File: config.mk
export PLATFORM = sky130hd
export DESIGN_NAME = poly1305_mac_top
export DESIGN_NICKNAME = d
export VERILOG_FILES = /design/src/rtl/p1305_pkg.sv /design/src/rtl/poly1305_mac_top.sv
export SDC_FILE = /design/constraint.sdc
export NUM_CORES = 2
export LEC_CHECK = 0
export BUFFER_PORTS_ARGS = -buffer_cell sky130_fd_sc_hd__buf_2
export CORE_MARGIN = 1
export CORE_UTILIZATION = 60
export CTS_BUF_LIST = sky130_fd_sc_hd__clkbuf_2
export CTS_CLUSTER_SIZE = 14
export DETAILED_ROUTE_END_ITERATION = 6
export GPL_TIMING_DRIVEN = 0
export PLACE_DENSITY_LB_ADDON = 0.08
export SYNTH_ARGS = -nofsm -noshare
export SYNTH_HDL_FRONTEND = slang
export SYNTH_SLANG_ARGS = --single-unit
File: constraint.sdc
create_clock -name clk -period 21.4 [get_ports clk]
set_clock_uncertainty 0.05 [all_clocks]
set_input_delay 3.21 -clock clk [delete_from_list [all_inputs] [get_ports clk]]
set_output_delay 3.21 -clock clk [all_outputs]
set_load 0.05 [all_outputs]
File: src/rtl/p1305_pkg.sv
// Poly1305 authenticator package: limb widths, key clamp masks, sequencer
// states, register indexes and the block padding function.
// No dependencies; imported by poly1305_mac_top, the tag checker and the testbench.
package p1305_pkg;

    // Radix 2^26 limb arithmetic
    localparam int NLIMB   = 5;
    localparam int LIMB_W  = 26;
    localparam int ACC_W   = 27;              // limb 1 may hold one bit beyond 26
    localparam int HS_W    = 28;              // accumulator limb plus message limb
    localparam int COEF_W  = 29;              // r limb times five
    localparam int PROD_W  = HS_W + COEF_W;
    localparam int DACC_W  = 61;              // column sum of five products plus carry
    localparam int CARRY_W = DACC_W - LIMB_W;
    localparam int FOLD_W  = 39;              // limb 0 plus five times the top carry

    // Key clamp masks for r
    localparam logic [63:0] CLAMP_LOW  = 64'h0ffffffc0fffffff;
    localparam logic [63:0] CLAMP_HIGH = 64'h0ffffffc0ffffffc;

    // Block size in bytes
    localparam logic [4:0] FULL_BYTES = 5'd16;

    typedef logic [ACC_W-1:0]  acc_limb_t;
    typedef logic [LIMB_W-1:0] r_limb_t;
    typedef logic [HS_W-1:0]   hs_limb_t;

    typedef enum logic [2:0] {
        ST_IDLE,
        ST_MUL,
        ST_DRAIN,
        ST_FOLD,
        ST_FIN_CARRY,
        ST_FIN_SUB,
        ST_FIN_TAG
    } p1305_state_t;

    typedef enum logic [1:0] {
        REG_R_LOW,
        REG_R_HIGH,
        REG_S_LOW,
        REG_S_HIGH
    } p1305_reg_t;

    // Sequencer decode
    typedef struct packed {
        logic in_stall;
        logic mul_issue;
        logic fold;
        logic fin_carry;
        logic fin_sub;
        logic fin_tag;
    } p1305_ctrl_t;

    // Keep the valid bytes, put 0x01 after them, add 2^128 for a full block.
    // Counts above sixteen count as a full block.
    function automatic logic [129:0] pad_block(input logic [63:0] lo,
                                               input logic [63:0] hi,
                                               input logic [4:0]  count);
        logic [127:0] blk;
        logic [129:0] res;
        logic [4:0]   n;
        blk = {hi, lo};
        n   = (count > FULL_BYTES) ? FULL_BYTES : count;
        res = '0;
        for (int b = 0; b < 16; b++)
        begin
            if (n > 5'(b))
            begin
                res[8*b +: 8] = blk[8*b +: 8];
            end
            else if (n == 5'(b))
            begin
                res[8*b] = 1'b1;
            end
        end
        res[128] = (n == FULL_BYTES);
        return res;
    endfunction

endpackage

File: src/rtl/poly1305_mac_top.sv
// Poly1305 one-time authenticator: block absorption on one shared limb
// multiplier under a small sequencer, then final reduction and s addition.
// Depends on p1305_pkg.
//
// Usage:
//   Configuration: write r_low (0), r_high (1), s_low (2), s_high (3) on the
//   cfg channel (cfg_ready is always high) while no message is in progress.
//   Input: each transfer carries one 16-byte block as block_low/block_high
//   with byte_count (16 full, 1-15 padded, 0 nothing) and last.
//   Output: one tag transfer per message, after the block marked last.
// Sequence:
//   A non-empty block is followed by 25 limb products through the single
//   28x29 multiplier, a drain step and a carry fold before the next input
//   transfer can be taken; in_stall is high for all of that.
//   With last set the tag follows the fold through carry, subtract p and add s
//   steps; an empty block with last goes straight to the carry step.
// Reset clears the key registers, the accumulator and the output valid.
// A held-up tag stays in the output register; the next message can be taken
// meanwhile, and its own tag waits in the final step until the slot frees.
module poly1305_mac_top (
    input  logic                    clk,
    input  logic                    rst_n,
    input  logic                    cfg_valid,
    output logic                    cfg_ready,
    input  p1305_pkg::p1305_reg_t   cfg_index,
    input  logic [63:0]             cfg_data,
    input  logic                    in_valid,
    output logic                    in_stall,
    input  logic [63:0]             block_low,
    input  logic [63:0]             block_high,
    input  logic [4:0]              byte_count,
    input  logic                    last,
    output logic                    out_valid,
    input  logic                    out_stall,
    output logic [63:0]             tag_low,
    output logic [63:0]             tag_high
);
    import p1305_pkg::*;

    // Sequencer
    p1305_state_t state_reg, state_next;
    p1305_ctrl_t  ctrl;
    logic [2:0]   col_reg, col_next;
    logic [2:0]   term_reg, term_next;
    logic         last_reg, last_next;
    logic         in_accept;
    logic         tag_go;

    // Key registers
    logic [63:0]  r_low_reg, r_high_reg, s_low_reg, s_high_reg;

    // Datapath
    acc_limb_t    acc_reg [NLIMB];
    acc_limb_t    acc_next [NLIMB];
    hs_limb_t     hsum_reg [NLIMB];
    hs_limb_t     hsum_next [NLIMB];
    r_limb_t      r_limb [NLIMB];
    logic [129:0] padded;
    logic [PROD_W-1:0] prod_reg, prod_next;
    logic         prod_vld_reg, prod_vld_next;
    logic         prod_first_reg, prod_last_reg;
    logic [2:0]   prod_col_reg;
    logic [DACC_W-1:0]  dacc_reg, dacc_next;
    logic [CARRY_W-1:0] carry_reg, carry_next;
    logic [DACC_W-1:0]  col_sum;
    logic [FOLD_W-1:0]  fold0;
    acc_limb_t    fh [NLIMB];
    acc_limb_t    gh [NLIMB];
    logic         ge_p;
    logic [127:0] tag_reg, tag_next;
    logic         out_valid_reg, out_valid_next;

    assign cfg_ready = 1'b1;
    assign in_stall  = ctrl.in_stall;
    assign in_accept = in_valid && !ctrl.in_stall;
    assign tag_go    = ctrl.fin_tag && !(out_valid_reg && out_stall);
    assign out_valid = out_valid_reg;
    assign tag_low   = tag_reg[63:0];
    assign tag_high  = tag_reg[127:64];

    // Next state
    always_comb
    begin
        state_next = state_reg;
        unique case (state_reg)
            ST_IDLE:
            begin
                if (in_valid)
                begin
                    if (byte_count != 5'd0)
                    begin
                        state_next = ST_MUL;
                    end
                    else if (last)
                    begin
                        state_next = ST_FIN_CARRY;
                    end
                end
            end
            ST_MUL:
            begin
                if (col_reg == 3'(NLIMB - 1) && term_reg == 3'(NLIMB - 1))
                begin
                    state_next = ST_DRAIN;
                end
            end
            ST_DRAIN:     state_next = ST_FOLD;
            ST_FOLD:      state_next = last_reg ? ST_FIN_CARRY : ST_IDLE;
            ST_FIN_CARRY: state_next = ST_FIN_SUB;
            ST_FIN_SUB:   state_next = ST_FIN_TAG;
            ST_FIN_TAG:
            begin
                if (!(out_valid_reg && out_stall))
                begin
                    state_next = ST_IDLE;
                end
            end
            default:      state_next = ST_IDLE;
        endcase
    end

    // Sequencer outputs
    always_comb
    begin
        ctrl = '0;
        unique case (state_reg)
            ST_IDLE:      ctrl.in_stall = 1'b0;
            ST_MUL:
            begin
                ctrl.in_stall  = 1'b1;
                ctrl.mul_issue = 1'b1;
            end
            ST_DRAIN:     ctrl.in_stall = 1'b1;
            ST_FOLD:
            begin
                ctrl.in_stall = 1'b1;
                ctrl.fold     = 1'b1;
            end
            ST_FIN_CARRY:
            begin
                ctrl.in_stall  = 1'b1;
                ctrl.fin_carry = 1'b1;
            end
            ST_FIN_SUB:
            begin
                ctrl.in_stall = 1'b1;
                ctrl.fin_sub  = 1'b1;
            end
            ST_FIN_TAG:
            begin
                ctrl.in_stall = 1'b1;
                ctrl.fin_tag  = 1'b1;
            end
            default:      ctrl.in_stall = 1'b1;
        endcase
    end

    // Product counters: five terms per column, five columns
    always_comb
    begin
        col_next  = col_reg;
        term_next = term_reg;
        last_next = last_reg;
        if (in_accept)
        begin
            col_next  = 3'd0;
            term_next = 3'd0;
            last_next = last;
        end
        else if (ctrl.mul_issue)
        begin
            if (term_reg == 3'(NLIMB - 1))
            begin
                term_next = 3'd0;
                col_next  = col_reg + 3'd1;
            end
            else
            begin
                term_next = term_reg + 3'd1;
            end
        end
    end

    // Clamp r and split into limbs
    always_comb
    begin
        logic [63:0] rl;
        logic [63:0] rh;
        rl = r_low_reg & CLAMP_LOW;
        rh = r_high_reg & CLAMP_HIGH;
        r_limb[0] = rl[25:0];
        r_limb[1] = rl[51:26];
        r_limb[2] = {rh[13:0], rl[63:52]};
        r_limb[3] = rh[39:14];
        r_limb[4] = {2'b00, rh[63:40]};
    end

    // Pad the block and add it to the accumulator on transfer
    assign padded = pad_block(block_low, block_high, byte_count);

    always_comb
    begin
        for (int i = 0; i < NLIMB; i++)
        begin
            hsum_next[i] = hsum_reg[i];
            if (in_accept)
            begin
                hsum_next[i] = HS_W'(acc_reg[i]) + HS_W'(padded[LIMB_W*i +: LIMB_W]);
            end
        end
    end

    // Shared multiplier: h[term] times r or 5r, wrapped column index
    always_comb
    begin
        logic          wrap;
        logic [2:0]    cidx;
        r_limb_t       cr;
        logic [COEF_W-1:0] coef;
        wrap = term_reg > col_reg;
        cidx = wrap ? (col_reg + 3'(NLIMB) - term_reg) : (col_reg - term_reg);
        cr   = r_limb[cidx];
        coef = wrap ? (COEF_W'({cr, 2'b00}) + COEF_W'(cr)) : COEF_W'(cr);
        prod_next     = PROD_W'(hsum_reg[term_reg]) * PROD_W'(coef);
        prod_vld_next = ctrl.mul_issue;
    end

    // Column accumulate, carry rippled into the next column's start
    always_comb
    begin
        logic [DACC_W-1:0] base;
        if (prod_first_reg)
        begin
            base = (prod_col_reg == 3'd0) ? '0 : DACC_W'(carry_reg);
        end
        else
        begin
            base = dacc_reg;
        end
        col_sum    = base + DACC_W'(prod_reg);
        dacc_next  = dacc_reg;
        carry_next = carry_reg;
        if (prod_vld_reg)
        begin
            dacc_next = col_sum;
            if (prod_last_reg)
            begin
                carry_next = col_sum[DACC_W-1:LIMB_W];
            end
        end
    end

    // Fold the top carry times five into limb 0
    assign fold0 = FOLD_W'(acc_reg[0][LIMB_W-1:0]) + FOLD_W'({carry_reg, 2'b00})
                 + FOLD_W'(carry_reg);

    // Final carry pass over the partially reduced accumulator
    always_comb
    begin
        logic [HS_W-1:0] t;
        logic [1:0]      c;
        t     = HS_W'(acc_reg[1]);
        c     = t[HS_W-1:LIMB_W];
        fh[1] = ACC_W'(t[LIMB_W-1:0]);
        for (int i = 2; i < NLIMB; i++)
        begin
            t     = HS_W'(acc_reg[i]) + HS_W'(c);
            c     = t[HS_W-1:LIMB_W];
            fh[i] = ACC_W'(t[LIMB_W-1:0]);
        end
        t     = HS_W'(acc_reg[0]) + HS_W'({c, 2'b00}) + HS_W'(c);
        c     = t[HS_W-1:LIMB_W];
        fh[0] = ACC_W'(t[LIMB_W-1:0]);
        fh[1] = fh[1] + ACC_W'(c);
    end

    // Trial subtraction of p: h + 5 - 2^130
    always_comb
    begin
        logic [HS_W-1:0] t;
        logic [1:0]      c;
        t     = HS_W'(acc_reg[0]) + HS_W'(5);
        c     = t[HS_W-1:LIMB_W];
        gh[0] = ACC_W'(t[LIMB_W-1:0]);
        for (int i = 1; i < NLIMB; i++)
        begin
            t     = HS_W'(acc_reg[i]) + HS_W'(c);
            c     = t[HS_W-1:LIMB_W];
            gh[i] = ACC_W'(t[LIMB_W-1:0]);
        end
        ge_p = (c != 2'd0);
    end

    // Pack the limbs and add s
    always_comb
    begin
        logic [63:0] pk_lo;
        logic [63:0] pk_hi;
        pk_lo = 64'(acc_reg[0][LIMB_W-1:0]) | (64'(acc_reg[1]) << 26)
              | {acc_reg[2][11:0], 52'b0};
        pk_hi = 64'(acc_reg[2][LIMB_W-1:12]) | (64'(acc_reg[3][LIMB_W-1:0]) << 14)
              | {acc_reg[4][23:0], 40'b0};
        tag_next = tag_reg;
        if (tag_go)
        begin
            tag_next = {pk_hi, pk_lo} + {s_high_reg, s_low_reg};
        end
    end

    // Accumulator update
    always_comb
    begin
        for (int i = 0; i < NLIMB; i++)
        begin
            acc_next[i] = acc_reg[i];
        end
        if (prod_vld_reg && prod_last_reg)
        begin
            acc_next[prod_col_reg] = ACC_W'(col_sum[LIMB_W-1:0]);
        end
        if (ctrl.fold)
        begin
            acc_next[0] = ACC_W'(fold0[LIMB_W-1:0]);
            acc_next[1] = acc_reg[1] + ACC_W'(fold0[FOLD_W-1:LIMB_W]);
        end
        if (ctrl.fin_carry)
        begin
            for (int i = 0; i < NLIMB; i++)
            begin
                acc_next[i] = fh[i];
            end
        end
        if (ctrl.fin_sub && ge_p)
        begin
            for (int i = 0; i < NLIMB; i++)
            begin
                acc_next[i] = gh[i];
            end
        end
        if (tag_go)
        begin
            for (int i = 0; i < NLIMB; i++)
            begin
                acc_next[i] = '0;
            end
        end
    end

    // Output valid: hold while stalled, raise on a new tag
    assign out_valid_next = (out_valid_reg && out_stall) || tag_go;

    // Control and state registers
    always_ff @(posedge clk or negedge rst_n)
    begin
        if (!rst_n)
        begin
            state_reg     <= ST_IDLE;
            col_reg       <= 3'd0;
            term_reg      <= 3'd0;
            last_reg      <= 1'b0;
            prod_vld_reg  <= 1'b0;
            out_valid_reg <= 1'b0;
            r_low_reg     <= '0;
            r_high_reg    <= '0;
            s_low_reg     <= '0;
            s_high_reg    <= '0;
            for (int i = 0; i < NLIMB; i++)
            begin
                acc_reg[i] <= '0;
            end
        end
        else
        begin
            state_reg     <= state_next;
            col_reg       <= col_next;
            term_reg      <= term_next;
            last_reg      <= last_next;
            prod_vld_reg  <= prod_vld_next;
            out_valid_reg <= out_valid_next;
            for (int i = 0; i < NLIMB; i++)
            begin
                acc_reg[i] <= acc_next[i];
            end
            // Key register transfer
            if (cfg_valid && cfg_ready)
            begin
                unique case (cfg_index)
                    REG_R_LOW:  r_low_reg  <= cfg_data;
                    REG_R_HIGH: r_high_reg <= cfg_data;
                    REG_S_LOW:  s_low_reg  <= cfg_data;
                    REG_S_HIGH: s_high_reg <= cfg_data;
                    default:    r_low_reg  <= r_low_reg;
                endcase
            end
        end
    end

    // Payload registers
    always_ff @(posedge clk)
    begin
        for (int i = 0; i < NLIMB; i++)
        begin
            hsum_reg[i] <= hsum_next[i];
        end
        prod_reg       <= prod_next;
        prod_first_reg <= (term_reg == 3'd0);
        prod_last_reg  <= (term_reg == 3'(NLIMB - 1));
        prod_col_reg   <= col_reg;
        dacc_reg       <= dacc_next;
        carry_reg      <= carry_next;
        tag_reg        <= tag_next;
    end

`ifndef SYNTHESIS
    // A product in flight was issued from the multiply step
    a_prod_from_mul: assert property (@(posedge clk) disable iff (!rst_n)
        prod_vld_reg |-> $past(state_reg) == ST_MUL)
        else $error("product valid without a multiply issue");

    // The product pipe is empty when the top carry is folded
    a_drained_at_fold: assert property (@(posedge clk) disable iff (!rst_n)
        (state_reg == ST_FOLD) |-> !prod_vld_reg)
        else $error("fold while a product is still in flight");

    // A pending tag holds the final step
    a_tag_wait: assert property (@(posedge clk) disable iff (!rst_n)
        (state_reg == ST_FIN_TAG && out_valid_reg && out_stall)
        |=> (state_reg == ST_FIN_TAG))
        else $error("tag step left while the output slot was full");

    // Issuing a tag clears the accumulator and raises the output
    a_tag_clears: assert property (@(posedge clk) disable iff (!rst_n)
        (state_reg == ST_FIN_TAG && !(out_valid_reg && out_stall))
        |=> (out_valid_reg && acc_reg[0] == '0 && acc_reg[1] == '0
             && acc_reg[4] == '0))
        else $error("accumulator not cleared after tag");

    // No input transfer while limb products are in flight
    a_no_accept_busy: assert property (@(posedge clk) disable iff (!rst_n)
        prod_vld_reg |-> in_stall)
        else $error("input taken during multiply");
`endif

endmodule

==> results.py <==
metrics = {
    "run_status": {
        "outcome": "complete, but fails checks",
        "failed_checks": "DRC, capacitance limit, slew limit",
    },
    "placement": {
        "numPortBuffers": 332,
        "hpwlAfterDp_um": 303000,
        "gp_congestion": 1.13,
    },
    "timing": {
        "hold_fails_final_rpt": 0,
        "worst_slew_pin_slew_ns": 1.61,
        "finalSetupTns_ns": 0,
        "finalSetupViolations": 0,
        "final.period_utilization_pct": 83.2,
        "fin_hold_ws_ns": 0.462,
        "clock.fmax_mhz": 56.2,
        "slew_headroom_pct": -8.16,
        "period_needed_ns": 17.80,
        "unrepaired_setup_endpoints_after_global_routing": "no",
        "final_max_slew_viols": 56,
    },
    "clocking": {
        "cts_max_level": 4,
        "worst_setup_hold_path_clk_slew_ns": 0.10,
        "cts_buffers": 216,
        "cts_resized": 0,
        "cts-hold-fix-buffers": 0,
        "cts_num_sinks": 803,
        "post-cts-setup-buffers": 0,
        "cts_root_buf": "sky130_fd_sc_hd__clkbuf_2",
        "cts_buffer_depth": 3,
        "tritoncts_clock_tree": "yes",
        "clk-insertion-delay-late_ns": 1.87,
    },
    "floorplanning": {
        "design.core.area_sq_um": 137000,
        "boundaryPins": 336,
        "initial_utilization_pct": 60.4,
        "floorplan.die.height_um": 374,
        "die_area_sq_um": 140000,
        "rows": 136,
        "die_x_extent_um": 374,
    },
    "route": {
        "viasPerCell": 6.69,
        "detail_route.iter0.violations": 11600,
        "detailroute.via_count": 79000,
        "drcViolationCount": 163,
        "drtAntennaViolNets": 0,
        "routed_wire_length_per_instance_um": 31.8,
        "drt_pre_antenna_iters": 7,
        "routed_wl_um": 376000,
    },
    "global_route": {
        "pin_count_of_the_biggest_net_entering_global_routing": 121,
        "grt-busiest-layer": "met2",
        "global_route.overflow_total": 0,
        "grt_util_all_layers_pct": 53.3,
        "grt_pass1_wl_um": 529000,
        "global_route.usage.met3_pct": 26.2,
        "globalRouteMet1Util_pct": 64.6,
        "grt.met2_usage_pct": 71.6,
        "number_of_global_route_vias_before_repair": 76400,
        "initial_antenna_violation_count": 67,
    },
    "layout": {
        "p_r_area_growth_vs_syn_pct": 8.46,
        "nets": 11400,
        "final_layout_size_suffix_gt1_share_pct": 11.6,
        "flip_flop_count_of_the_largest_register_all_copies_and_words_added": 140,
        "layout.cells.most_common_list": "sky130_fd_sc_hd__inv_1 (1,067), sky130_fd_sc_hd__nand2_1 (1,007), sky130_fd_sc_hd__nor2_1 (818)",
        "most_common_cell_after_layout_fill_and_taps_aside": "sky130_fd_sc_hd__inv_1",
    },
    "hold_path": {
        "worst_hold_startpoint": "r_low_reg[18]",
        "hold_path_sink": "r_low_reg[18]",
        "class_of_the_tightest_hold_or_removal_check": "flip-flop to flip-flop",
        "hold_path_depth": 1,
    },
    "synth": {
        "number_of_synthesized_register_bits": 803,
        "syn_inst": 9178,
        "synth_seq_area_share_pct": 26.0,
        "ys.flop_type": "sky130_fd_sc_hd__dfrtp_1",
        "count_of_flip_flops_with_a_built_in_enable_after_synthesis": 364,
        "syn_avg_cell_area_sq_um": 9.04,
        "synthesized_cell_area_sq_um": 83000,
        "synth-async-reset-ratio_pct": 46.9,
        "ys_warn_count": 0,
        "post_synth_num_cell_types": 112,
    },
    "worst_setup_path": {
        "critPathArrivalTime_ns": 19.30,
        "required_ns": 22.90,
        "critPathMaxStageDelay_ns": 0.90,
        "critical_path.most_common_cell": "sky130_fd_sc_hd__fa_1",
        "cp-end-kind": "flip-flop",
        "timing.rr.end": "prod_reg[45]",
        "rrSetupSlack_ns": 3.60,
        "timing.critical_path.buf_inv": 14,
        "worst_r2r_startpoint": "term_reg[1]",
        "crit_type": "flip-flop to flip-flop",
        "startpoint_type": "flip-flop",
        "crit_fanout": 10,
        "r2r.worst_path.cells": 55,
        "cp_slowest_cell": "sky130_fd_sc_hd__clkbuf_1",
        "crit_family": "compound AO/OA/AOI/OAI gates",
    },
    "job": {
        "cap_viol_max_count": 8,
    },
}
per-layer routing:
metal	share of wire [%]	vias to the layer above
li1	-	32500
met1	34	38200
met2	39	6549
met3	17	1735
met4	9.8	50
met5	0.11	-
cell type report:
cell class	instances	area, sq um
clock buffer	296	1480
timing repair buffer	366	2240
fill	11300	47300
inverter	1070	4020
sequential	803	21600
tap	1794	2240
clock inverter	109	682
buffer	417	1660
antenna	55	138
multi-input combinational	6906	55900
cells in the mapped netlist, drive strengths merged, types with 119 or more instances:
cell type  instances  area share (%)
nor2             825             3.7
inv             1067             4.8
nand2           1008             4.6
xor2             170             1.8
fa               743              18
ha               638             9.6
mux2             238             3.2
edfxtp           364              13
nand3            163            0.98
a21oi            603             3.7
clkbuf           326             1.5
and2             123            0.93
nor2b            160             1.2
nor3             119            0.72
dfrtp            377              11
o21ai            536             3.3
xnor2            330             3.5
a21o             210             1.9
cell families (layout without fill, tap and decap cells):
family | count (synthesis) | after routing | synth area share (%)
and+or+nand+nor | 2755 | 2755 | 15.0
AOI/OAI and AO/OA | 1966 | 1966 | 15.0
buffers and inverters | 1487 | 2258 | 6.83
adders and majority gates | 1381 | 1381 | 27.5
DFF | 803 | 803 | 26.0
xor gates and xnor gates | 500 | 500 | 5.30
muxes | 284 | 284 | 4.35
other | 2 | 75 | 0.00905
per-stage QoR:
stage | cell area, sq um | utilization [%] | instances | setup slack, ns
6_report | 90000 | 65.6 | 11800 | 3.60
2_1_floorplan | 83100 | - | 9196 | 9.04
3_5_place_dp | 87700 | 63.8 | 11400 | 4.25
5_1_grt | 89900 | 65.5 | 11800 | 3.33
4_1_cts | 89800 | 65.4 | 11800 | 4.08
3_3_place_gp | 87000 | 63.3 | 11300 | 4.57
worst max path at each step:
stage                startpoint      endpoint  cells after the start
floorplan           term_reg[1]  prod_reg[55]                     57
global placement    term_reg[1]  prod_reg[45]                     54
detailed placement  term_reg[1]  prod_reg[45]                     54
CTS                 term_reg[1]  prod_reg[45]                     54
global route        term_reg[1]  prod_reg[45]                     54
finish              term_reg[1]  prod_reg[45]                     55
Power is not shown: default switching activity piles up to over one toggle a cycle in this logic, so the estimate is an artifact.
